## src/hdl/matrix4_multiply_engine_top_defines.svh

```systemverilog
// Assertion macros for the 4x4 matrix multiply engine.
// Used by the modules in this folder; needs signals named clock and reset in scope.
`ifndef MATRIX4_MULTIPLY_ENGINE_TOP_DEFINES_SVH
`define MATRIX4_MULTIPLY_ENGINE_TOP_DEFINES_SVH

`ifndef ASSERT_OFF
`define MM4_ASSERT(lbl, prop) \
   lbl: assert property (@(posedge clock) disable iff (reset) prop) \
      else $error("mm4 assertion failed");
`define MM4_NEVER(lbl, expr) \
   lbl: assert property (@(posedge clock) disable iff (reset) !(expr)) \
      else $error("mm4 assertion failed");
`else
`define MM4_ASSERT(lbl, prop)
`define MM4_NEVER(lbl, expr)
`endif

`endif

```

## src/hdl/mm4_pkg.sv

```systemverilog
// Shared types and constants for the 4x4 matrix multiply engine.
// No dependencies.
`timescale 1ns / 1ps

package mm4_pkg;

   localparam int DIM       = 4;
   localparam int FRAC_BITS = 16;
   localparam int ENTRIES   = DIM * DIM;
   localparam int DIM_W     = $clog2(DIM);
   localparam int ENT_W     = $clog2(ENTRIES);
   localparam int IDX_W     = 4;
   localparam int VAL_W     = 32;
   localparam int PROD_W    = 2 * VAL_W;
   localparam int SUM_W     = PROD_W + $clog2(DIM);
   localparam int TDATA_W   = ((IDX_W + VAL_W + 7) / 8) * 8;

   localparam logic signed [VAL_W-1:0] VAL_MAX = {1'b0, {(VAL_W-1){1'b1}}};
   localparam logic signed [VAL_W-1:0] VAL_MIN = {1'b1, {(VAL_W-1){1'b0}}};

   typedef enum logic [1:0] {
      CMD_WR_A = 2'd0,
      CMD_WR_B = 2'd1,
      CMD_MUL  = 2'd2
   } cmd_type;

   typedef enum logic {
      ST_IDLE,
      ST_RUN
   } state_type;

   typedef struct packed {
      logic vld;
      logic first;
      logic fin;
   } ctrl_type;

endpackage

```

## src/hdl/matrix4_multiply_engine_top.sv

```systemverilog
// Top level of the 4x4 fixed-point matrix multiply engine (out = A*B, column-major).
// Depends on mm4_pkg, mm4_store and mm4_mac.
//
//  Channel  Dir  Handshake                 Payload
//  req      in   req_tvalid / req_tready   tuser: cmd; tdata: index, value
//  rsp      out  rsp_tvalid / rsp_tready   tdata: result_index, result_value; tlast
//
//  A multiply item emits 16 items, and each product entry needs 4 read pairs
//  from the single read port of each store.
//  The first item follows the four reads, the multiply, the sum and the response register.
//  Reset clears the per-entry valid bits; no clearing pass.
//  rsp_tready low while a response is held valid freezes the read, multiply and accumulate stages in place.
`timescale 1ns / 1ps
`include "matrix4_multiply_engine_top_defines.svh"

module matrix4_multiply_engine_top (
   input  logic                          clock,
   input  logic                          reset,
   input  logic                          req_tvalid,
   output logic                          req_tready,
   input  logic [1:0]                    req_tuser,   // cmd
   input  logic [mm4_pkg::TDATA_W-1:0]   req_tdata,   // index[3:0], value[35:4], zero pad
   output logic                          rsp_tvalid,
   input  logic                          rsp_tready,
   output logic [mm4_pkg::TDATA_W-1:0]   rsp_tdata,   // result_index[3:0], result_value[35:4]
   output logic                          rsp_tlast
);
   import mm4_pkg::*;

   state_type               state_ff;
   state_type               state_in;
   logic [DIM_W-1:0]        k_ff;
   logic [DIM_W-1:0]        row_ff;
   logic [DIM_W-1:0]        col_ff;
   logic [ENT_W-1:0]        out_cnt_ff;
   ctrl_type                ctrl1_ff;
   ctrl_type                ctrl1_in;
   logic                    rsp_valid_ff;
   logic [TDATA_W-1:0]      rsp_data_ff;
   logic                    rsp_last_ff;

   logic                    req_acc;
   logic                    adv;
   logic                    issue;
   logic                    issue_last;
   logic                    k_wrap;
   logic                    row_wrap;
   logic                    in_range;
   logic                    wr_a;
   logic                    wr_b;
   logic [IDX_W-1:0]        req_index;
   logic signed [VAL_W-1:0] req_value;
   logic [ENT_W-1:0]        rd_addr_a;
   logic [ENT_W-1:0]        rd_addr_b;
   logic signed [VAL_W-1:0] rd_a;
   logic signed [VAL_W-1:0] rd_b;
   logic                    res_vld;
   logic signed [VAL_W-1:0] res_value;
   logic                    out_last;

   assign req_index = req_tdata[IDX_W-1:0];
   assign req_value = req_tdata[IDX_W+VAL_W-1:IDX_W];
   assign req_acc   = req_tvalid && req_tready;
   assign in_range  = int'(req_index) < ENTRIES;
   assign wr_a      = req_acc && (req_tuser == CMD_WR_A) && in_range;
   assign wr_b      = req_acc && (req_tuser == CMD_WR_B) && in_range;

   assign adv       = !rsp_valid_ff || rsp_tready;
   assign k_wrap    = (k_ff == DIM_W'(DIM - 1));
   assign row_wrap  = (row_ff == DIM_W'(DIM - 1));
   assign issue_last = k_wrap && row_wrap && (col_ff == DIM_W'(DIM - 1));
   assign rd_addr_a = ENT_W'(int'(k_ff) * DIM + int'(row_ff));
   assign rd_addr_b = ENT_W'(int'(col_ff) * DIM + int'(k_ff));

   always_comb begin
      state_in = state_ff;
      unique case (state_ff)
         ST_IDLE: begin
            if (req_acc && (req_tuser == CMD_MUL)) begin
               state_in = ST_RUN;
            end
         end
         ST_RUN: begin
            if (issue && issue_last) begin
               state_in = ST_IDLE;
            end
         end
         default: state_in = ST_IDLE;
      endcase
   end

   always_comb begin
      req_tready = 1'b0;
      issue      = 1'b0;
      unique case (state_ff)
         ST_IDLE: req_tready = 1'b1;
         ST_RUN:  issue      = adv;
         default: begin
            req_tready = 1'b0;
            issue      = 1'b0;
         end
      endcase
   end

   always_comb begin
      ctrl1_in.vld   = issue;
      ctrl1_in.first = issue && (k_ff == '0);
      ctrl1_in.fin   = issue && k_wrap;
   end

   always_ff @(posedge clock) begin
      if (reset) begin
         state_ff <= ST_IDLE;
         k_ff     <= '0;
         row_ff   <= '0;
         col_ff   <= '0;
         ctrl1_ff <= '0;
      end else begin
         state_ff <= state_in;
         if (adv) begin
            ctrl1_ff <= ctrl1_in;
         end
         if (issue) begin
            k_ff <= k_wrap ? '0 : k_ff + 1'b1;
            if (k_wrap) begin
               row_ff <= row_wrap ? '0 : row_ff + 1'b1;
               if (row_wrap) begin
                  col_ff <= (col_ff == DIM_W'(DIM - 1)) ? '0 : col_ff + 1'b1;
               end
            end
         end
      end
   end

   mm4_store u_store (
      .clock     (clock),
      .reset     (reset),
      .wr_a      (wr_a),
      .wr_b      (wr_b),
      .wr_addr   (ENT_W'(req_index)),
      .wr_data   (req_value),
      .rd_en     (issue),
      .rd_addr_a (rd_addr_a),
      .rd_addr_b (rd_addr_b),
      .rd_a      (rd_a),
      .rd_b      (rd_b)
   );

   mm4_mac u_mac (
      .clock     (clock),
      .reset     (reset),
      .adv       (adv),
      .ctrl      (ctrl1_ff),
      .a         (rd_a),
      .b         (rd_b),
      .res_vld   (res_vld),
      .res_value (res_value)
   );

   assign out_last = (out_cnt_ff == ENT_W'(ENTRIES - 1));

   always_ff @(posedge clock) begin
      if (reset) begin
         rsp_valid_ff <= 1'b0;
         out_cnt_ff   <= '0;
      end else if (adv) begin
         rsp_valid_ff <= res_vld;
         if (res_vld) begin
            out_cnt_ff <= out_last ? '0 : out_cnt_ff + 1'b1;
         end
      end
   end

   always_ff @(posedge clock) begin
      if (adv && res_vld) begin
         rsp_data_ff <= TDATA_W'({res_value, IDX_W'(out_cnt_ff)});
         rsp_last_ff <= out_last;
      end
   end

   assign rsp_tvalid = rsp_valid_ff;
   assign rsp_tdata  = rsp_data_ff;
   assign rsp_tlast  = rsp_last_ff;

   `MM4_ASSERT(a_run_ends, issue && issue_last |=> state_ff == ST_IDLE)
   `MM4_ASSERT(a_stage1_hold, !adv |=> $stable(ctrl1_ff))
   `MM4_NEVER(a_last_count, rsp_tvalid && rsp_tlast && (out_cnt_ff != '0))

endmodule

```

## src/hdl/mm4_store.sv

```systemverilog
// Matrix A and B stores: two synchronous memories with registered reads.
// Per-entry valid bits make unwritten entries read as zero. Depends on mm4_pkg.
`timescale 1ns / 1ps

module mm4_store (
   input  logic                                clock,
   input  logic                                reset,
   input  logic                                wr_a,
   input  logic                                wr_b,
   input  logic [mm4_pkg::ENT_W-1:0]           wr_addr,
   input  logic signed [mm4_pkg::VAL_W-1:0]    wr_data,
   input  logic                                rd_en,
   input  logic [mm4_pkg::ENT_W-1:0]           rd_addr_a,
   input  logic [mm4_pkg::ENT_W-1:0]           rd_addr_b,
   output logic signed [mm4_pkg::VAL_W-1:0]    rd_a,
   output logic signed [mm4_pkg::VAL_W-1:0]    rd_b
);
   import mm4_pkg::*;

   logic signed [VAL_W-1:0] mem_a [ENTRIES];
   logic signed [VAL_W-1:0] mem_b [ENTRIES];
   logic [ENTRIES-1:0]      vld_a_ff;
   logic [ENTRIES-1:0]      vld_b_ff;
   logic signed [VAL_W-1:0] rd_a_ff;
   logic signed [VAL_W-1:0] rd_b_ff;
   logic                    rd_vld_a_ff;
   logic                    rd_vld_b_ff;

   always_ff @(posedge clock) begin
      if (wr_a) begin
         mem_a[wr_addr] <= wr_data;
      end
      if (wr_b) begin
         mem_b[wr_addr] <= wr_data;
      end
      if (rd_en) begin
         rd_a_ff <= mem_a[rd_addr_a];
         rd_b_ff <= mem_b[rd_addr_b];
      end
   end

   always_ff @(posedge clock) begin
      if (reset) begin
         vld_a_ff    <= '0;
         vld_b_ff    <= '0;
         rd_vld_a_ff <= 1'b0;
         rd_vld_b_ff <= 1'b0;
      end else begin
         if (wr_a) begin
            vld_a_ff[wr_addr] <= 1'b1;
         end
         if (wr_b) begin
            vld_b_ff[wr_addr] <= 1'b1;
         end
         if (rd_en) begin
            rd_vld_a_ff <= vld_a_ff[rd_addr_a];
            rd_vld_b_ff <= vld_b_ff[rd_addr_b];
         end
      end
   end

   assign rd_a = rd_vld_a_ff ? rd_a_ff : '0;
   assign rd_b = rd_vld_b_ff ? rd_b_ff : '0;

endmodule

```

## src/hdl/mm4_mac.sv

```systemverilog
// Multiply-accumulate unit: registered 32x32 product, wide accumulator,
// floor shift by FRAC_BITS and saturation to 32 bits. Depends on mm4_pkg.
`timescale 1ns / 1ps
`include "matrix4_multiply_engine_top_defines.svh"

module mm4_mac (
   input  logic                                clock,
   input  logic                                reset,
   input  logic                                adv,
   input  mm4_pkg::ctrl_type                   ctrl,
   input  logic signed [mm4_pkg::VAL_W-1:0]    a,
   input  logic signed [mm4_pkg::VAL_W-1:0]    b,
   output logic                                res_vld,
   output logic signed [mm4_pkg::VAL_W-1:0]    res_value
);
   import mm4_pkg::*;

   ctrl_type                 ctrl2_ff;
   logic signed [PROD_W-1:0] prod_ff;
   logic signed [PROD_W-1:0] prod_in;
   logic signed [SUM_W-1:0]  acc_ff;
   logic signed [SUM_W-1:0]  base;
   logic signed [SUM_W-1:0]  acc_in;
   logic signed [SUM_W-1:0]  shifted;

   assign prod_in = PROD_W'(a) * PROD_W'(b);

   always_ff @(posedge clock) begin
      if (reset) begin
         ctrl2_ff <= '0;
      end else if (adv) begin
         ctrl2_ff <= ctrl;
      end
   end

   always_ff @(posedge clock) begin
      if (adv) begin
         prod_ff <= prod_in;
         if (ctrl2_ff.vld) begin
            acc_ff <= acc_in;
         end
      end
   end

   always_comb begin
      base    = ctrl2_ff.first ? '0 : acc_ff;
      acc_in  = base + SUM_W'(prod_ff);
      shifted = acc_in >>> FRAC_BITS;
      priority if (shifted > SUM_W'(VAL_MAX)) begin
         res_value = VAL_MAX;
      end else if (shifted < SUM_W'(VAL_MIN)) begin
         res_value = VAL_MIN;
      end else begin
         res_value = VAL_W'(shifted);
      end
   end

   assign res_vld = ctrl2_ff.vld && ctrl2_ff.fin;

   `MM4_ASSERT(a_mac_hold, !adv |=> $stable(acc_ff) && $stable(prod_ff) && $stable(ctrl2_ff))

endmodule
```

## config.mk

```make
export PLATFORM = sky130hd
export DESIGN_NAME = matrix4_multiply_engine_top
export DESIGN_NICKNAME = d
export VERILOG_FILES = /design/src/hdl/mm4_pkg.sv /design/src/hdl/matrix4_multiply_engine_top.sv /design/src/hdl/mm4_store.sv /design/src/hdl/mm4_mac.sv
export VERILOG_INCLUDE_DIRS = /design/src /design/src/hdl
export SDC_FILE = /design/constraint.sdc
export NUM_CORES = 2
export LEC_CHECK = 0
export BUFFER_PORTS_ARGS = -buffer_cell sky130_fd_sc_hd__clkbuf_2
export CAP_MARGIN = 20
export CELL_PAD_IN_SITES_DETAIL_PLACEMENT = 0
export CELL_PAD_IN_SITES_GLOBAL_PLACEMENT = 1
export CORE_MARGIN = 5
export CORE_UTILIZATION = 54
export CTS_CLUSTER_DIAMETER = 60
export DETAILED_ROUTE_END_ITERATION = 10
export GPL_TIMING_DRIVEN = 0
export MAX_ROUTING_LAYER = met4
export PLACE_DENSITY = 0.84
export SLEW_MARGIN = 20
export SYNTH_ARGS = -nofsm -noshare
export SYNTH_HDL_FRONTEND = slang
export SYNTH_SLANG_ARGS = --single-unit
```

## constraint.sdc

```tcl
create_clock -name clock -period 11.6 [get_ports clock]
set_input_delay 1.16 -clock clock [delete_from_list [all_inputs] [get_ports clock]]
set_output_delay 1.16 -clock clock [all_outputs]
set_load 0.02 [all_outputs]
```

==> flow_summary_export.csv <==
group,metric,value,unit
setup_path,cp_num_buf_inv,8,
setup_path,cp_num_cells,29,
floorplan,die_x,415,um
finish,nets,8386,
floorplan,dieHeight,415,um
placement,dp_hpwl,230,mm
power,p_total,9.75,mW
finish,final_common_cell,"edfxtp_1",
finish,final_cell_area,97500,sq um
timing,whs,0.450,ns
clock_network,cts_made_buffers,135,
timing,worst_slack,0.357,ns
floorplan,start_util,54.3,%
yosys,synth_edf_count,1255,
floorplan,ios,89,
timing,tns,0,ns
setup_path,crit_path_frequent_cell,"fa_1",
timing,drv_slew,0,
clock_network,cts_tree,"yes",
setup_path,worstSetupStartpointType,"register",
detailed_routing,drt_wl_total,310,mm
detailed_routing,drt-initial-drc-count,6902,
yosys,yosysWarnings,0,
grt,grt_max_degree,66,
grt,overflow,0,
grt,antenna_found_initial,16,
setup_path,critical-path-top-delay-family,"adder cells",
yosys,syn-cell-area,88400,sq um
power,p_leak,37.9,nW
detailed_routing,vias,57300,
placement,dp_cells,9038,
setup_path,slowest_delay,0.87,ns
placement,port_buffers,79,
timing,min_period,11.24,ns
detailed_routing,first_pass_iters,6,
yosys,netlist-cell-type-count,98,
yosys,synth_ff_type,"edfxtp_1",
finish,instances_no_fill,9293,
detailed_routing,drc,0,
timing,worst_pin_slew,1.31,ns
setup_path,path_class,"reg -> reg",
grt,grt_pass1_vias,60100,
clock_network,cts_sinks,1307,
placement,dpl_cell_area,93100,sq um
yosys,synth_seq_area_share,43.8,%
yosys,synthesis.instances,6702,
timing,rsz0062_at_grt,"no",
floorplan,core-area,163000,sq um
finish,drive_gt1_share,12.1,%
grt,grt_usage,37.3,%
timing,relSlewSlack,12.4,%
yosys,async_flop_share,0,%
timing,setup_viol,0,
timing,clock.fmax,0.0889,GHz
detailed_routing,ant_nets,0,
clock_network,cts_root_buf,"clkbuf_16",
timing,clock_skew,0.0597,ns
setup_path,path_max_fanout,10,
power,p_per_area,100,nW/um^2
status,status,"completed",
timing,period_share,96.9,%
placement,gp_congestion,1.04,
setup_path,reg2regPathDepth,29,
yosys,syn_area_per_cell,13.2,sq um
floorplan,rows,148,
clock_network,clock_path_buffers,3,
clock_network,ctsHtreeMaxLevel,4,
hold_path,hp-start,"u_mac.ctrl2_ff[2]$_SDFFE_PP0N_",
yosys,yosys.area.top_type_share,42.6,%
timing,final_hold_viol_count,0,
hold_path,whs_path_depth,2,
yosys,synth_seq_cells,1307,
setup_path,critical_path.endpoint_type,"register",
setup_path,arrival,11.85,ns
clock_network,clk_latency,0.83,ns
yosys,ys_top_cells_by_area,"edfxtp_1 43%, fa_1 25%, mux4_2 8.4%",
setup_path,critical_path.startpoint,"u_store.rd_vld_b_ff$_SDFFE_PP0P_",
setup_path,r2r_start,"u_store.rd_vld_b_ff$_SDFFE_PP0P_",
clock_network,ctsHoldBuffers,0,
clock_network,cts_resized,0,
grt,grt_pass1_wl,440,mm
clock_network,cts.reportedPaths.clkPinSlew,0.06,ns
detailed_routing,via_per_inst,6.17,
setup_path,r2r_setup_slack,0.36,ns
setup_path,cp.required,12.20,ns
hold_path,min_path_type,"reg -> reg",
clock_network,cts_setup_buffers,0,
power,vdd_ir_drop_max,168,uV
placement,dp_slack,0.575,ns
floorplan,die_area,172000,sq um
setup_path,crit_slowest_cell,"clkbuf_1",
flow_run,drv_cap,0,
yosys,synth_top_area_cell,"edfxtp_1",
finish,fin_util,59.9,%
finish,most-common-layout-cells,"1,255 x edfxtp_1, 1,082 x fa_1, 1,019 x inv_1",
finish,layout-area-overhead-vs-synth,10.2,%
detailed_routing,wl_per_cell,33.3,um
power breakdown:
part / switching, mW / leakage (nW) / internal, mW
logic: 0.187 / 23.9 / 0.0787
clock network: 1.96 / 2.05 / 2.32
registers: 0.0165 / 11.9 / 5.19
cell type report:
type	count	area, sq um
diodes	14	35.0
plain buffers	349	1430
clock buffers	167	3550
clock inverters	71	683
fillers	12500	65300
inverters	1024	3850
multi-input cells	4025	44700
flip-flops and latches	1307	38700
well taps	2175	2720
repair buffers	161	1750
final timing paths:
| kind | endpoint |
|---|---|
| max reg2reg | u_mac.prod_ff[54]$_DFFE_PN_ |
| min reg2reg | u_mac.ctrl2_ff[2]$_SDFFE_PP0N_ |
| min | u_mac.ctrl2_ff[2]$_SDFFE_PP0N_ |
| max | u_mac.prod_ff[54]$_DFFE_PN_ |
worst register-to-register path, delay by kind of cell, from the launching register on:
family	cells	cell delay, ns
XOR/XNOR	1	0.27
buffers and inverters	8	2.99
AO/OA/AOI/OAI	4	1.37
AND/OR/NAND/NOR	7	1.61
adder cells (fa/ha/maj)	9	4.47
flip-flops	1	0.32
cells in the mapped netlist (17+ instances only):
library cell / instances
edfxtp_1: 1255
fa_1: 1083
inv_1: 1021
nor2_1: 691
nand2_1: 667
mux4_2: 330
clkbuf_1: 281
ha_1: 254
a21oi_1: 166
xnor2_1: 99
nor2b_1: 83
o21ai_0: 71
and2_1: 70
a21o_1: 55
dfxtp_1: 52
nand3_1: 50
buf_1: 43
xor2_1: 37
nand4_1: 33
nor3_1: 27
o311ai_2: 27
o21bai_1: 26
a31oi_1: 17
nand2b_1: 17
cells by family after synthesis:
family	share of synthesized area (%)
compound gates	4.08
buf+inv	5.91
mux	8.48
simple gates	8.26
flops	43.8
other cells	0.00424
fa+ha+maj	28.1
xor+xnor	1.35
registers in the layout, indices dropped and copies added, names as in the netlist, 2 cells and up:
signal            count
u_store.vld_b_ff     16
u_store.mem_a       512
u_store.mem_b       512
u_mac.prod_ff        64
row_ff                2
col_ff                2
rsp_tdata            36
u_store.vld_a_ff     16
u_store.rd_a_ff      32
u_mac.acc_ff         66
k_ff                  2
u_mac.ctrl2_ff        3
out_cnt_ff            4
u_store.rd_b_ff      32
ctrl1_ff              3
metal layers:
layer  GRT usage [%]  part of all wire (%)
met5               -                     0
met3            7.34                   8.9
met2            59.6                    48
met4            20.1                   7.3
met1            45.3                    36
No activity file was read; power rests on OpenSTA's default activity.
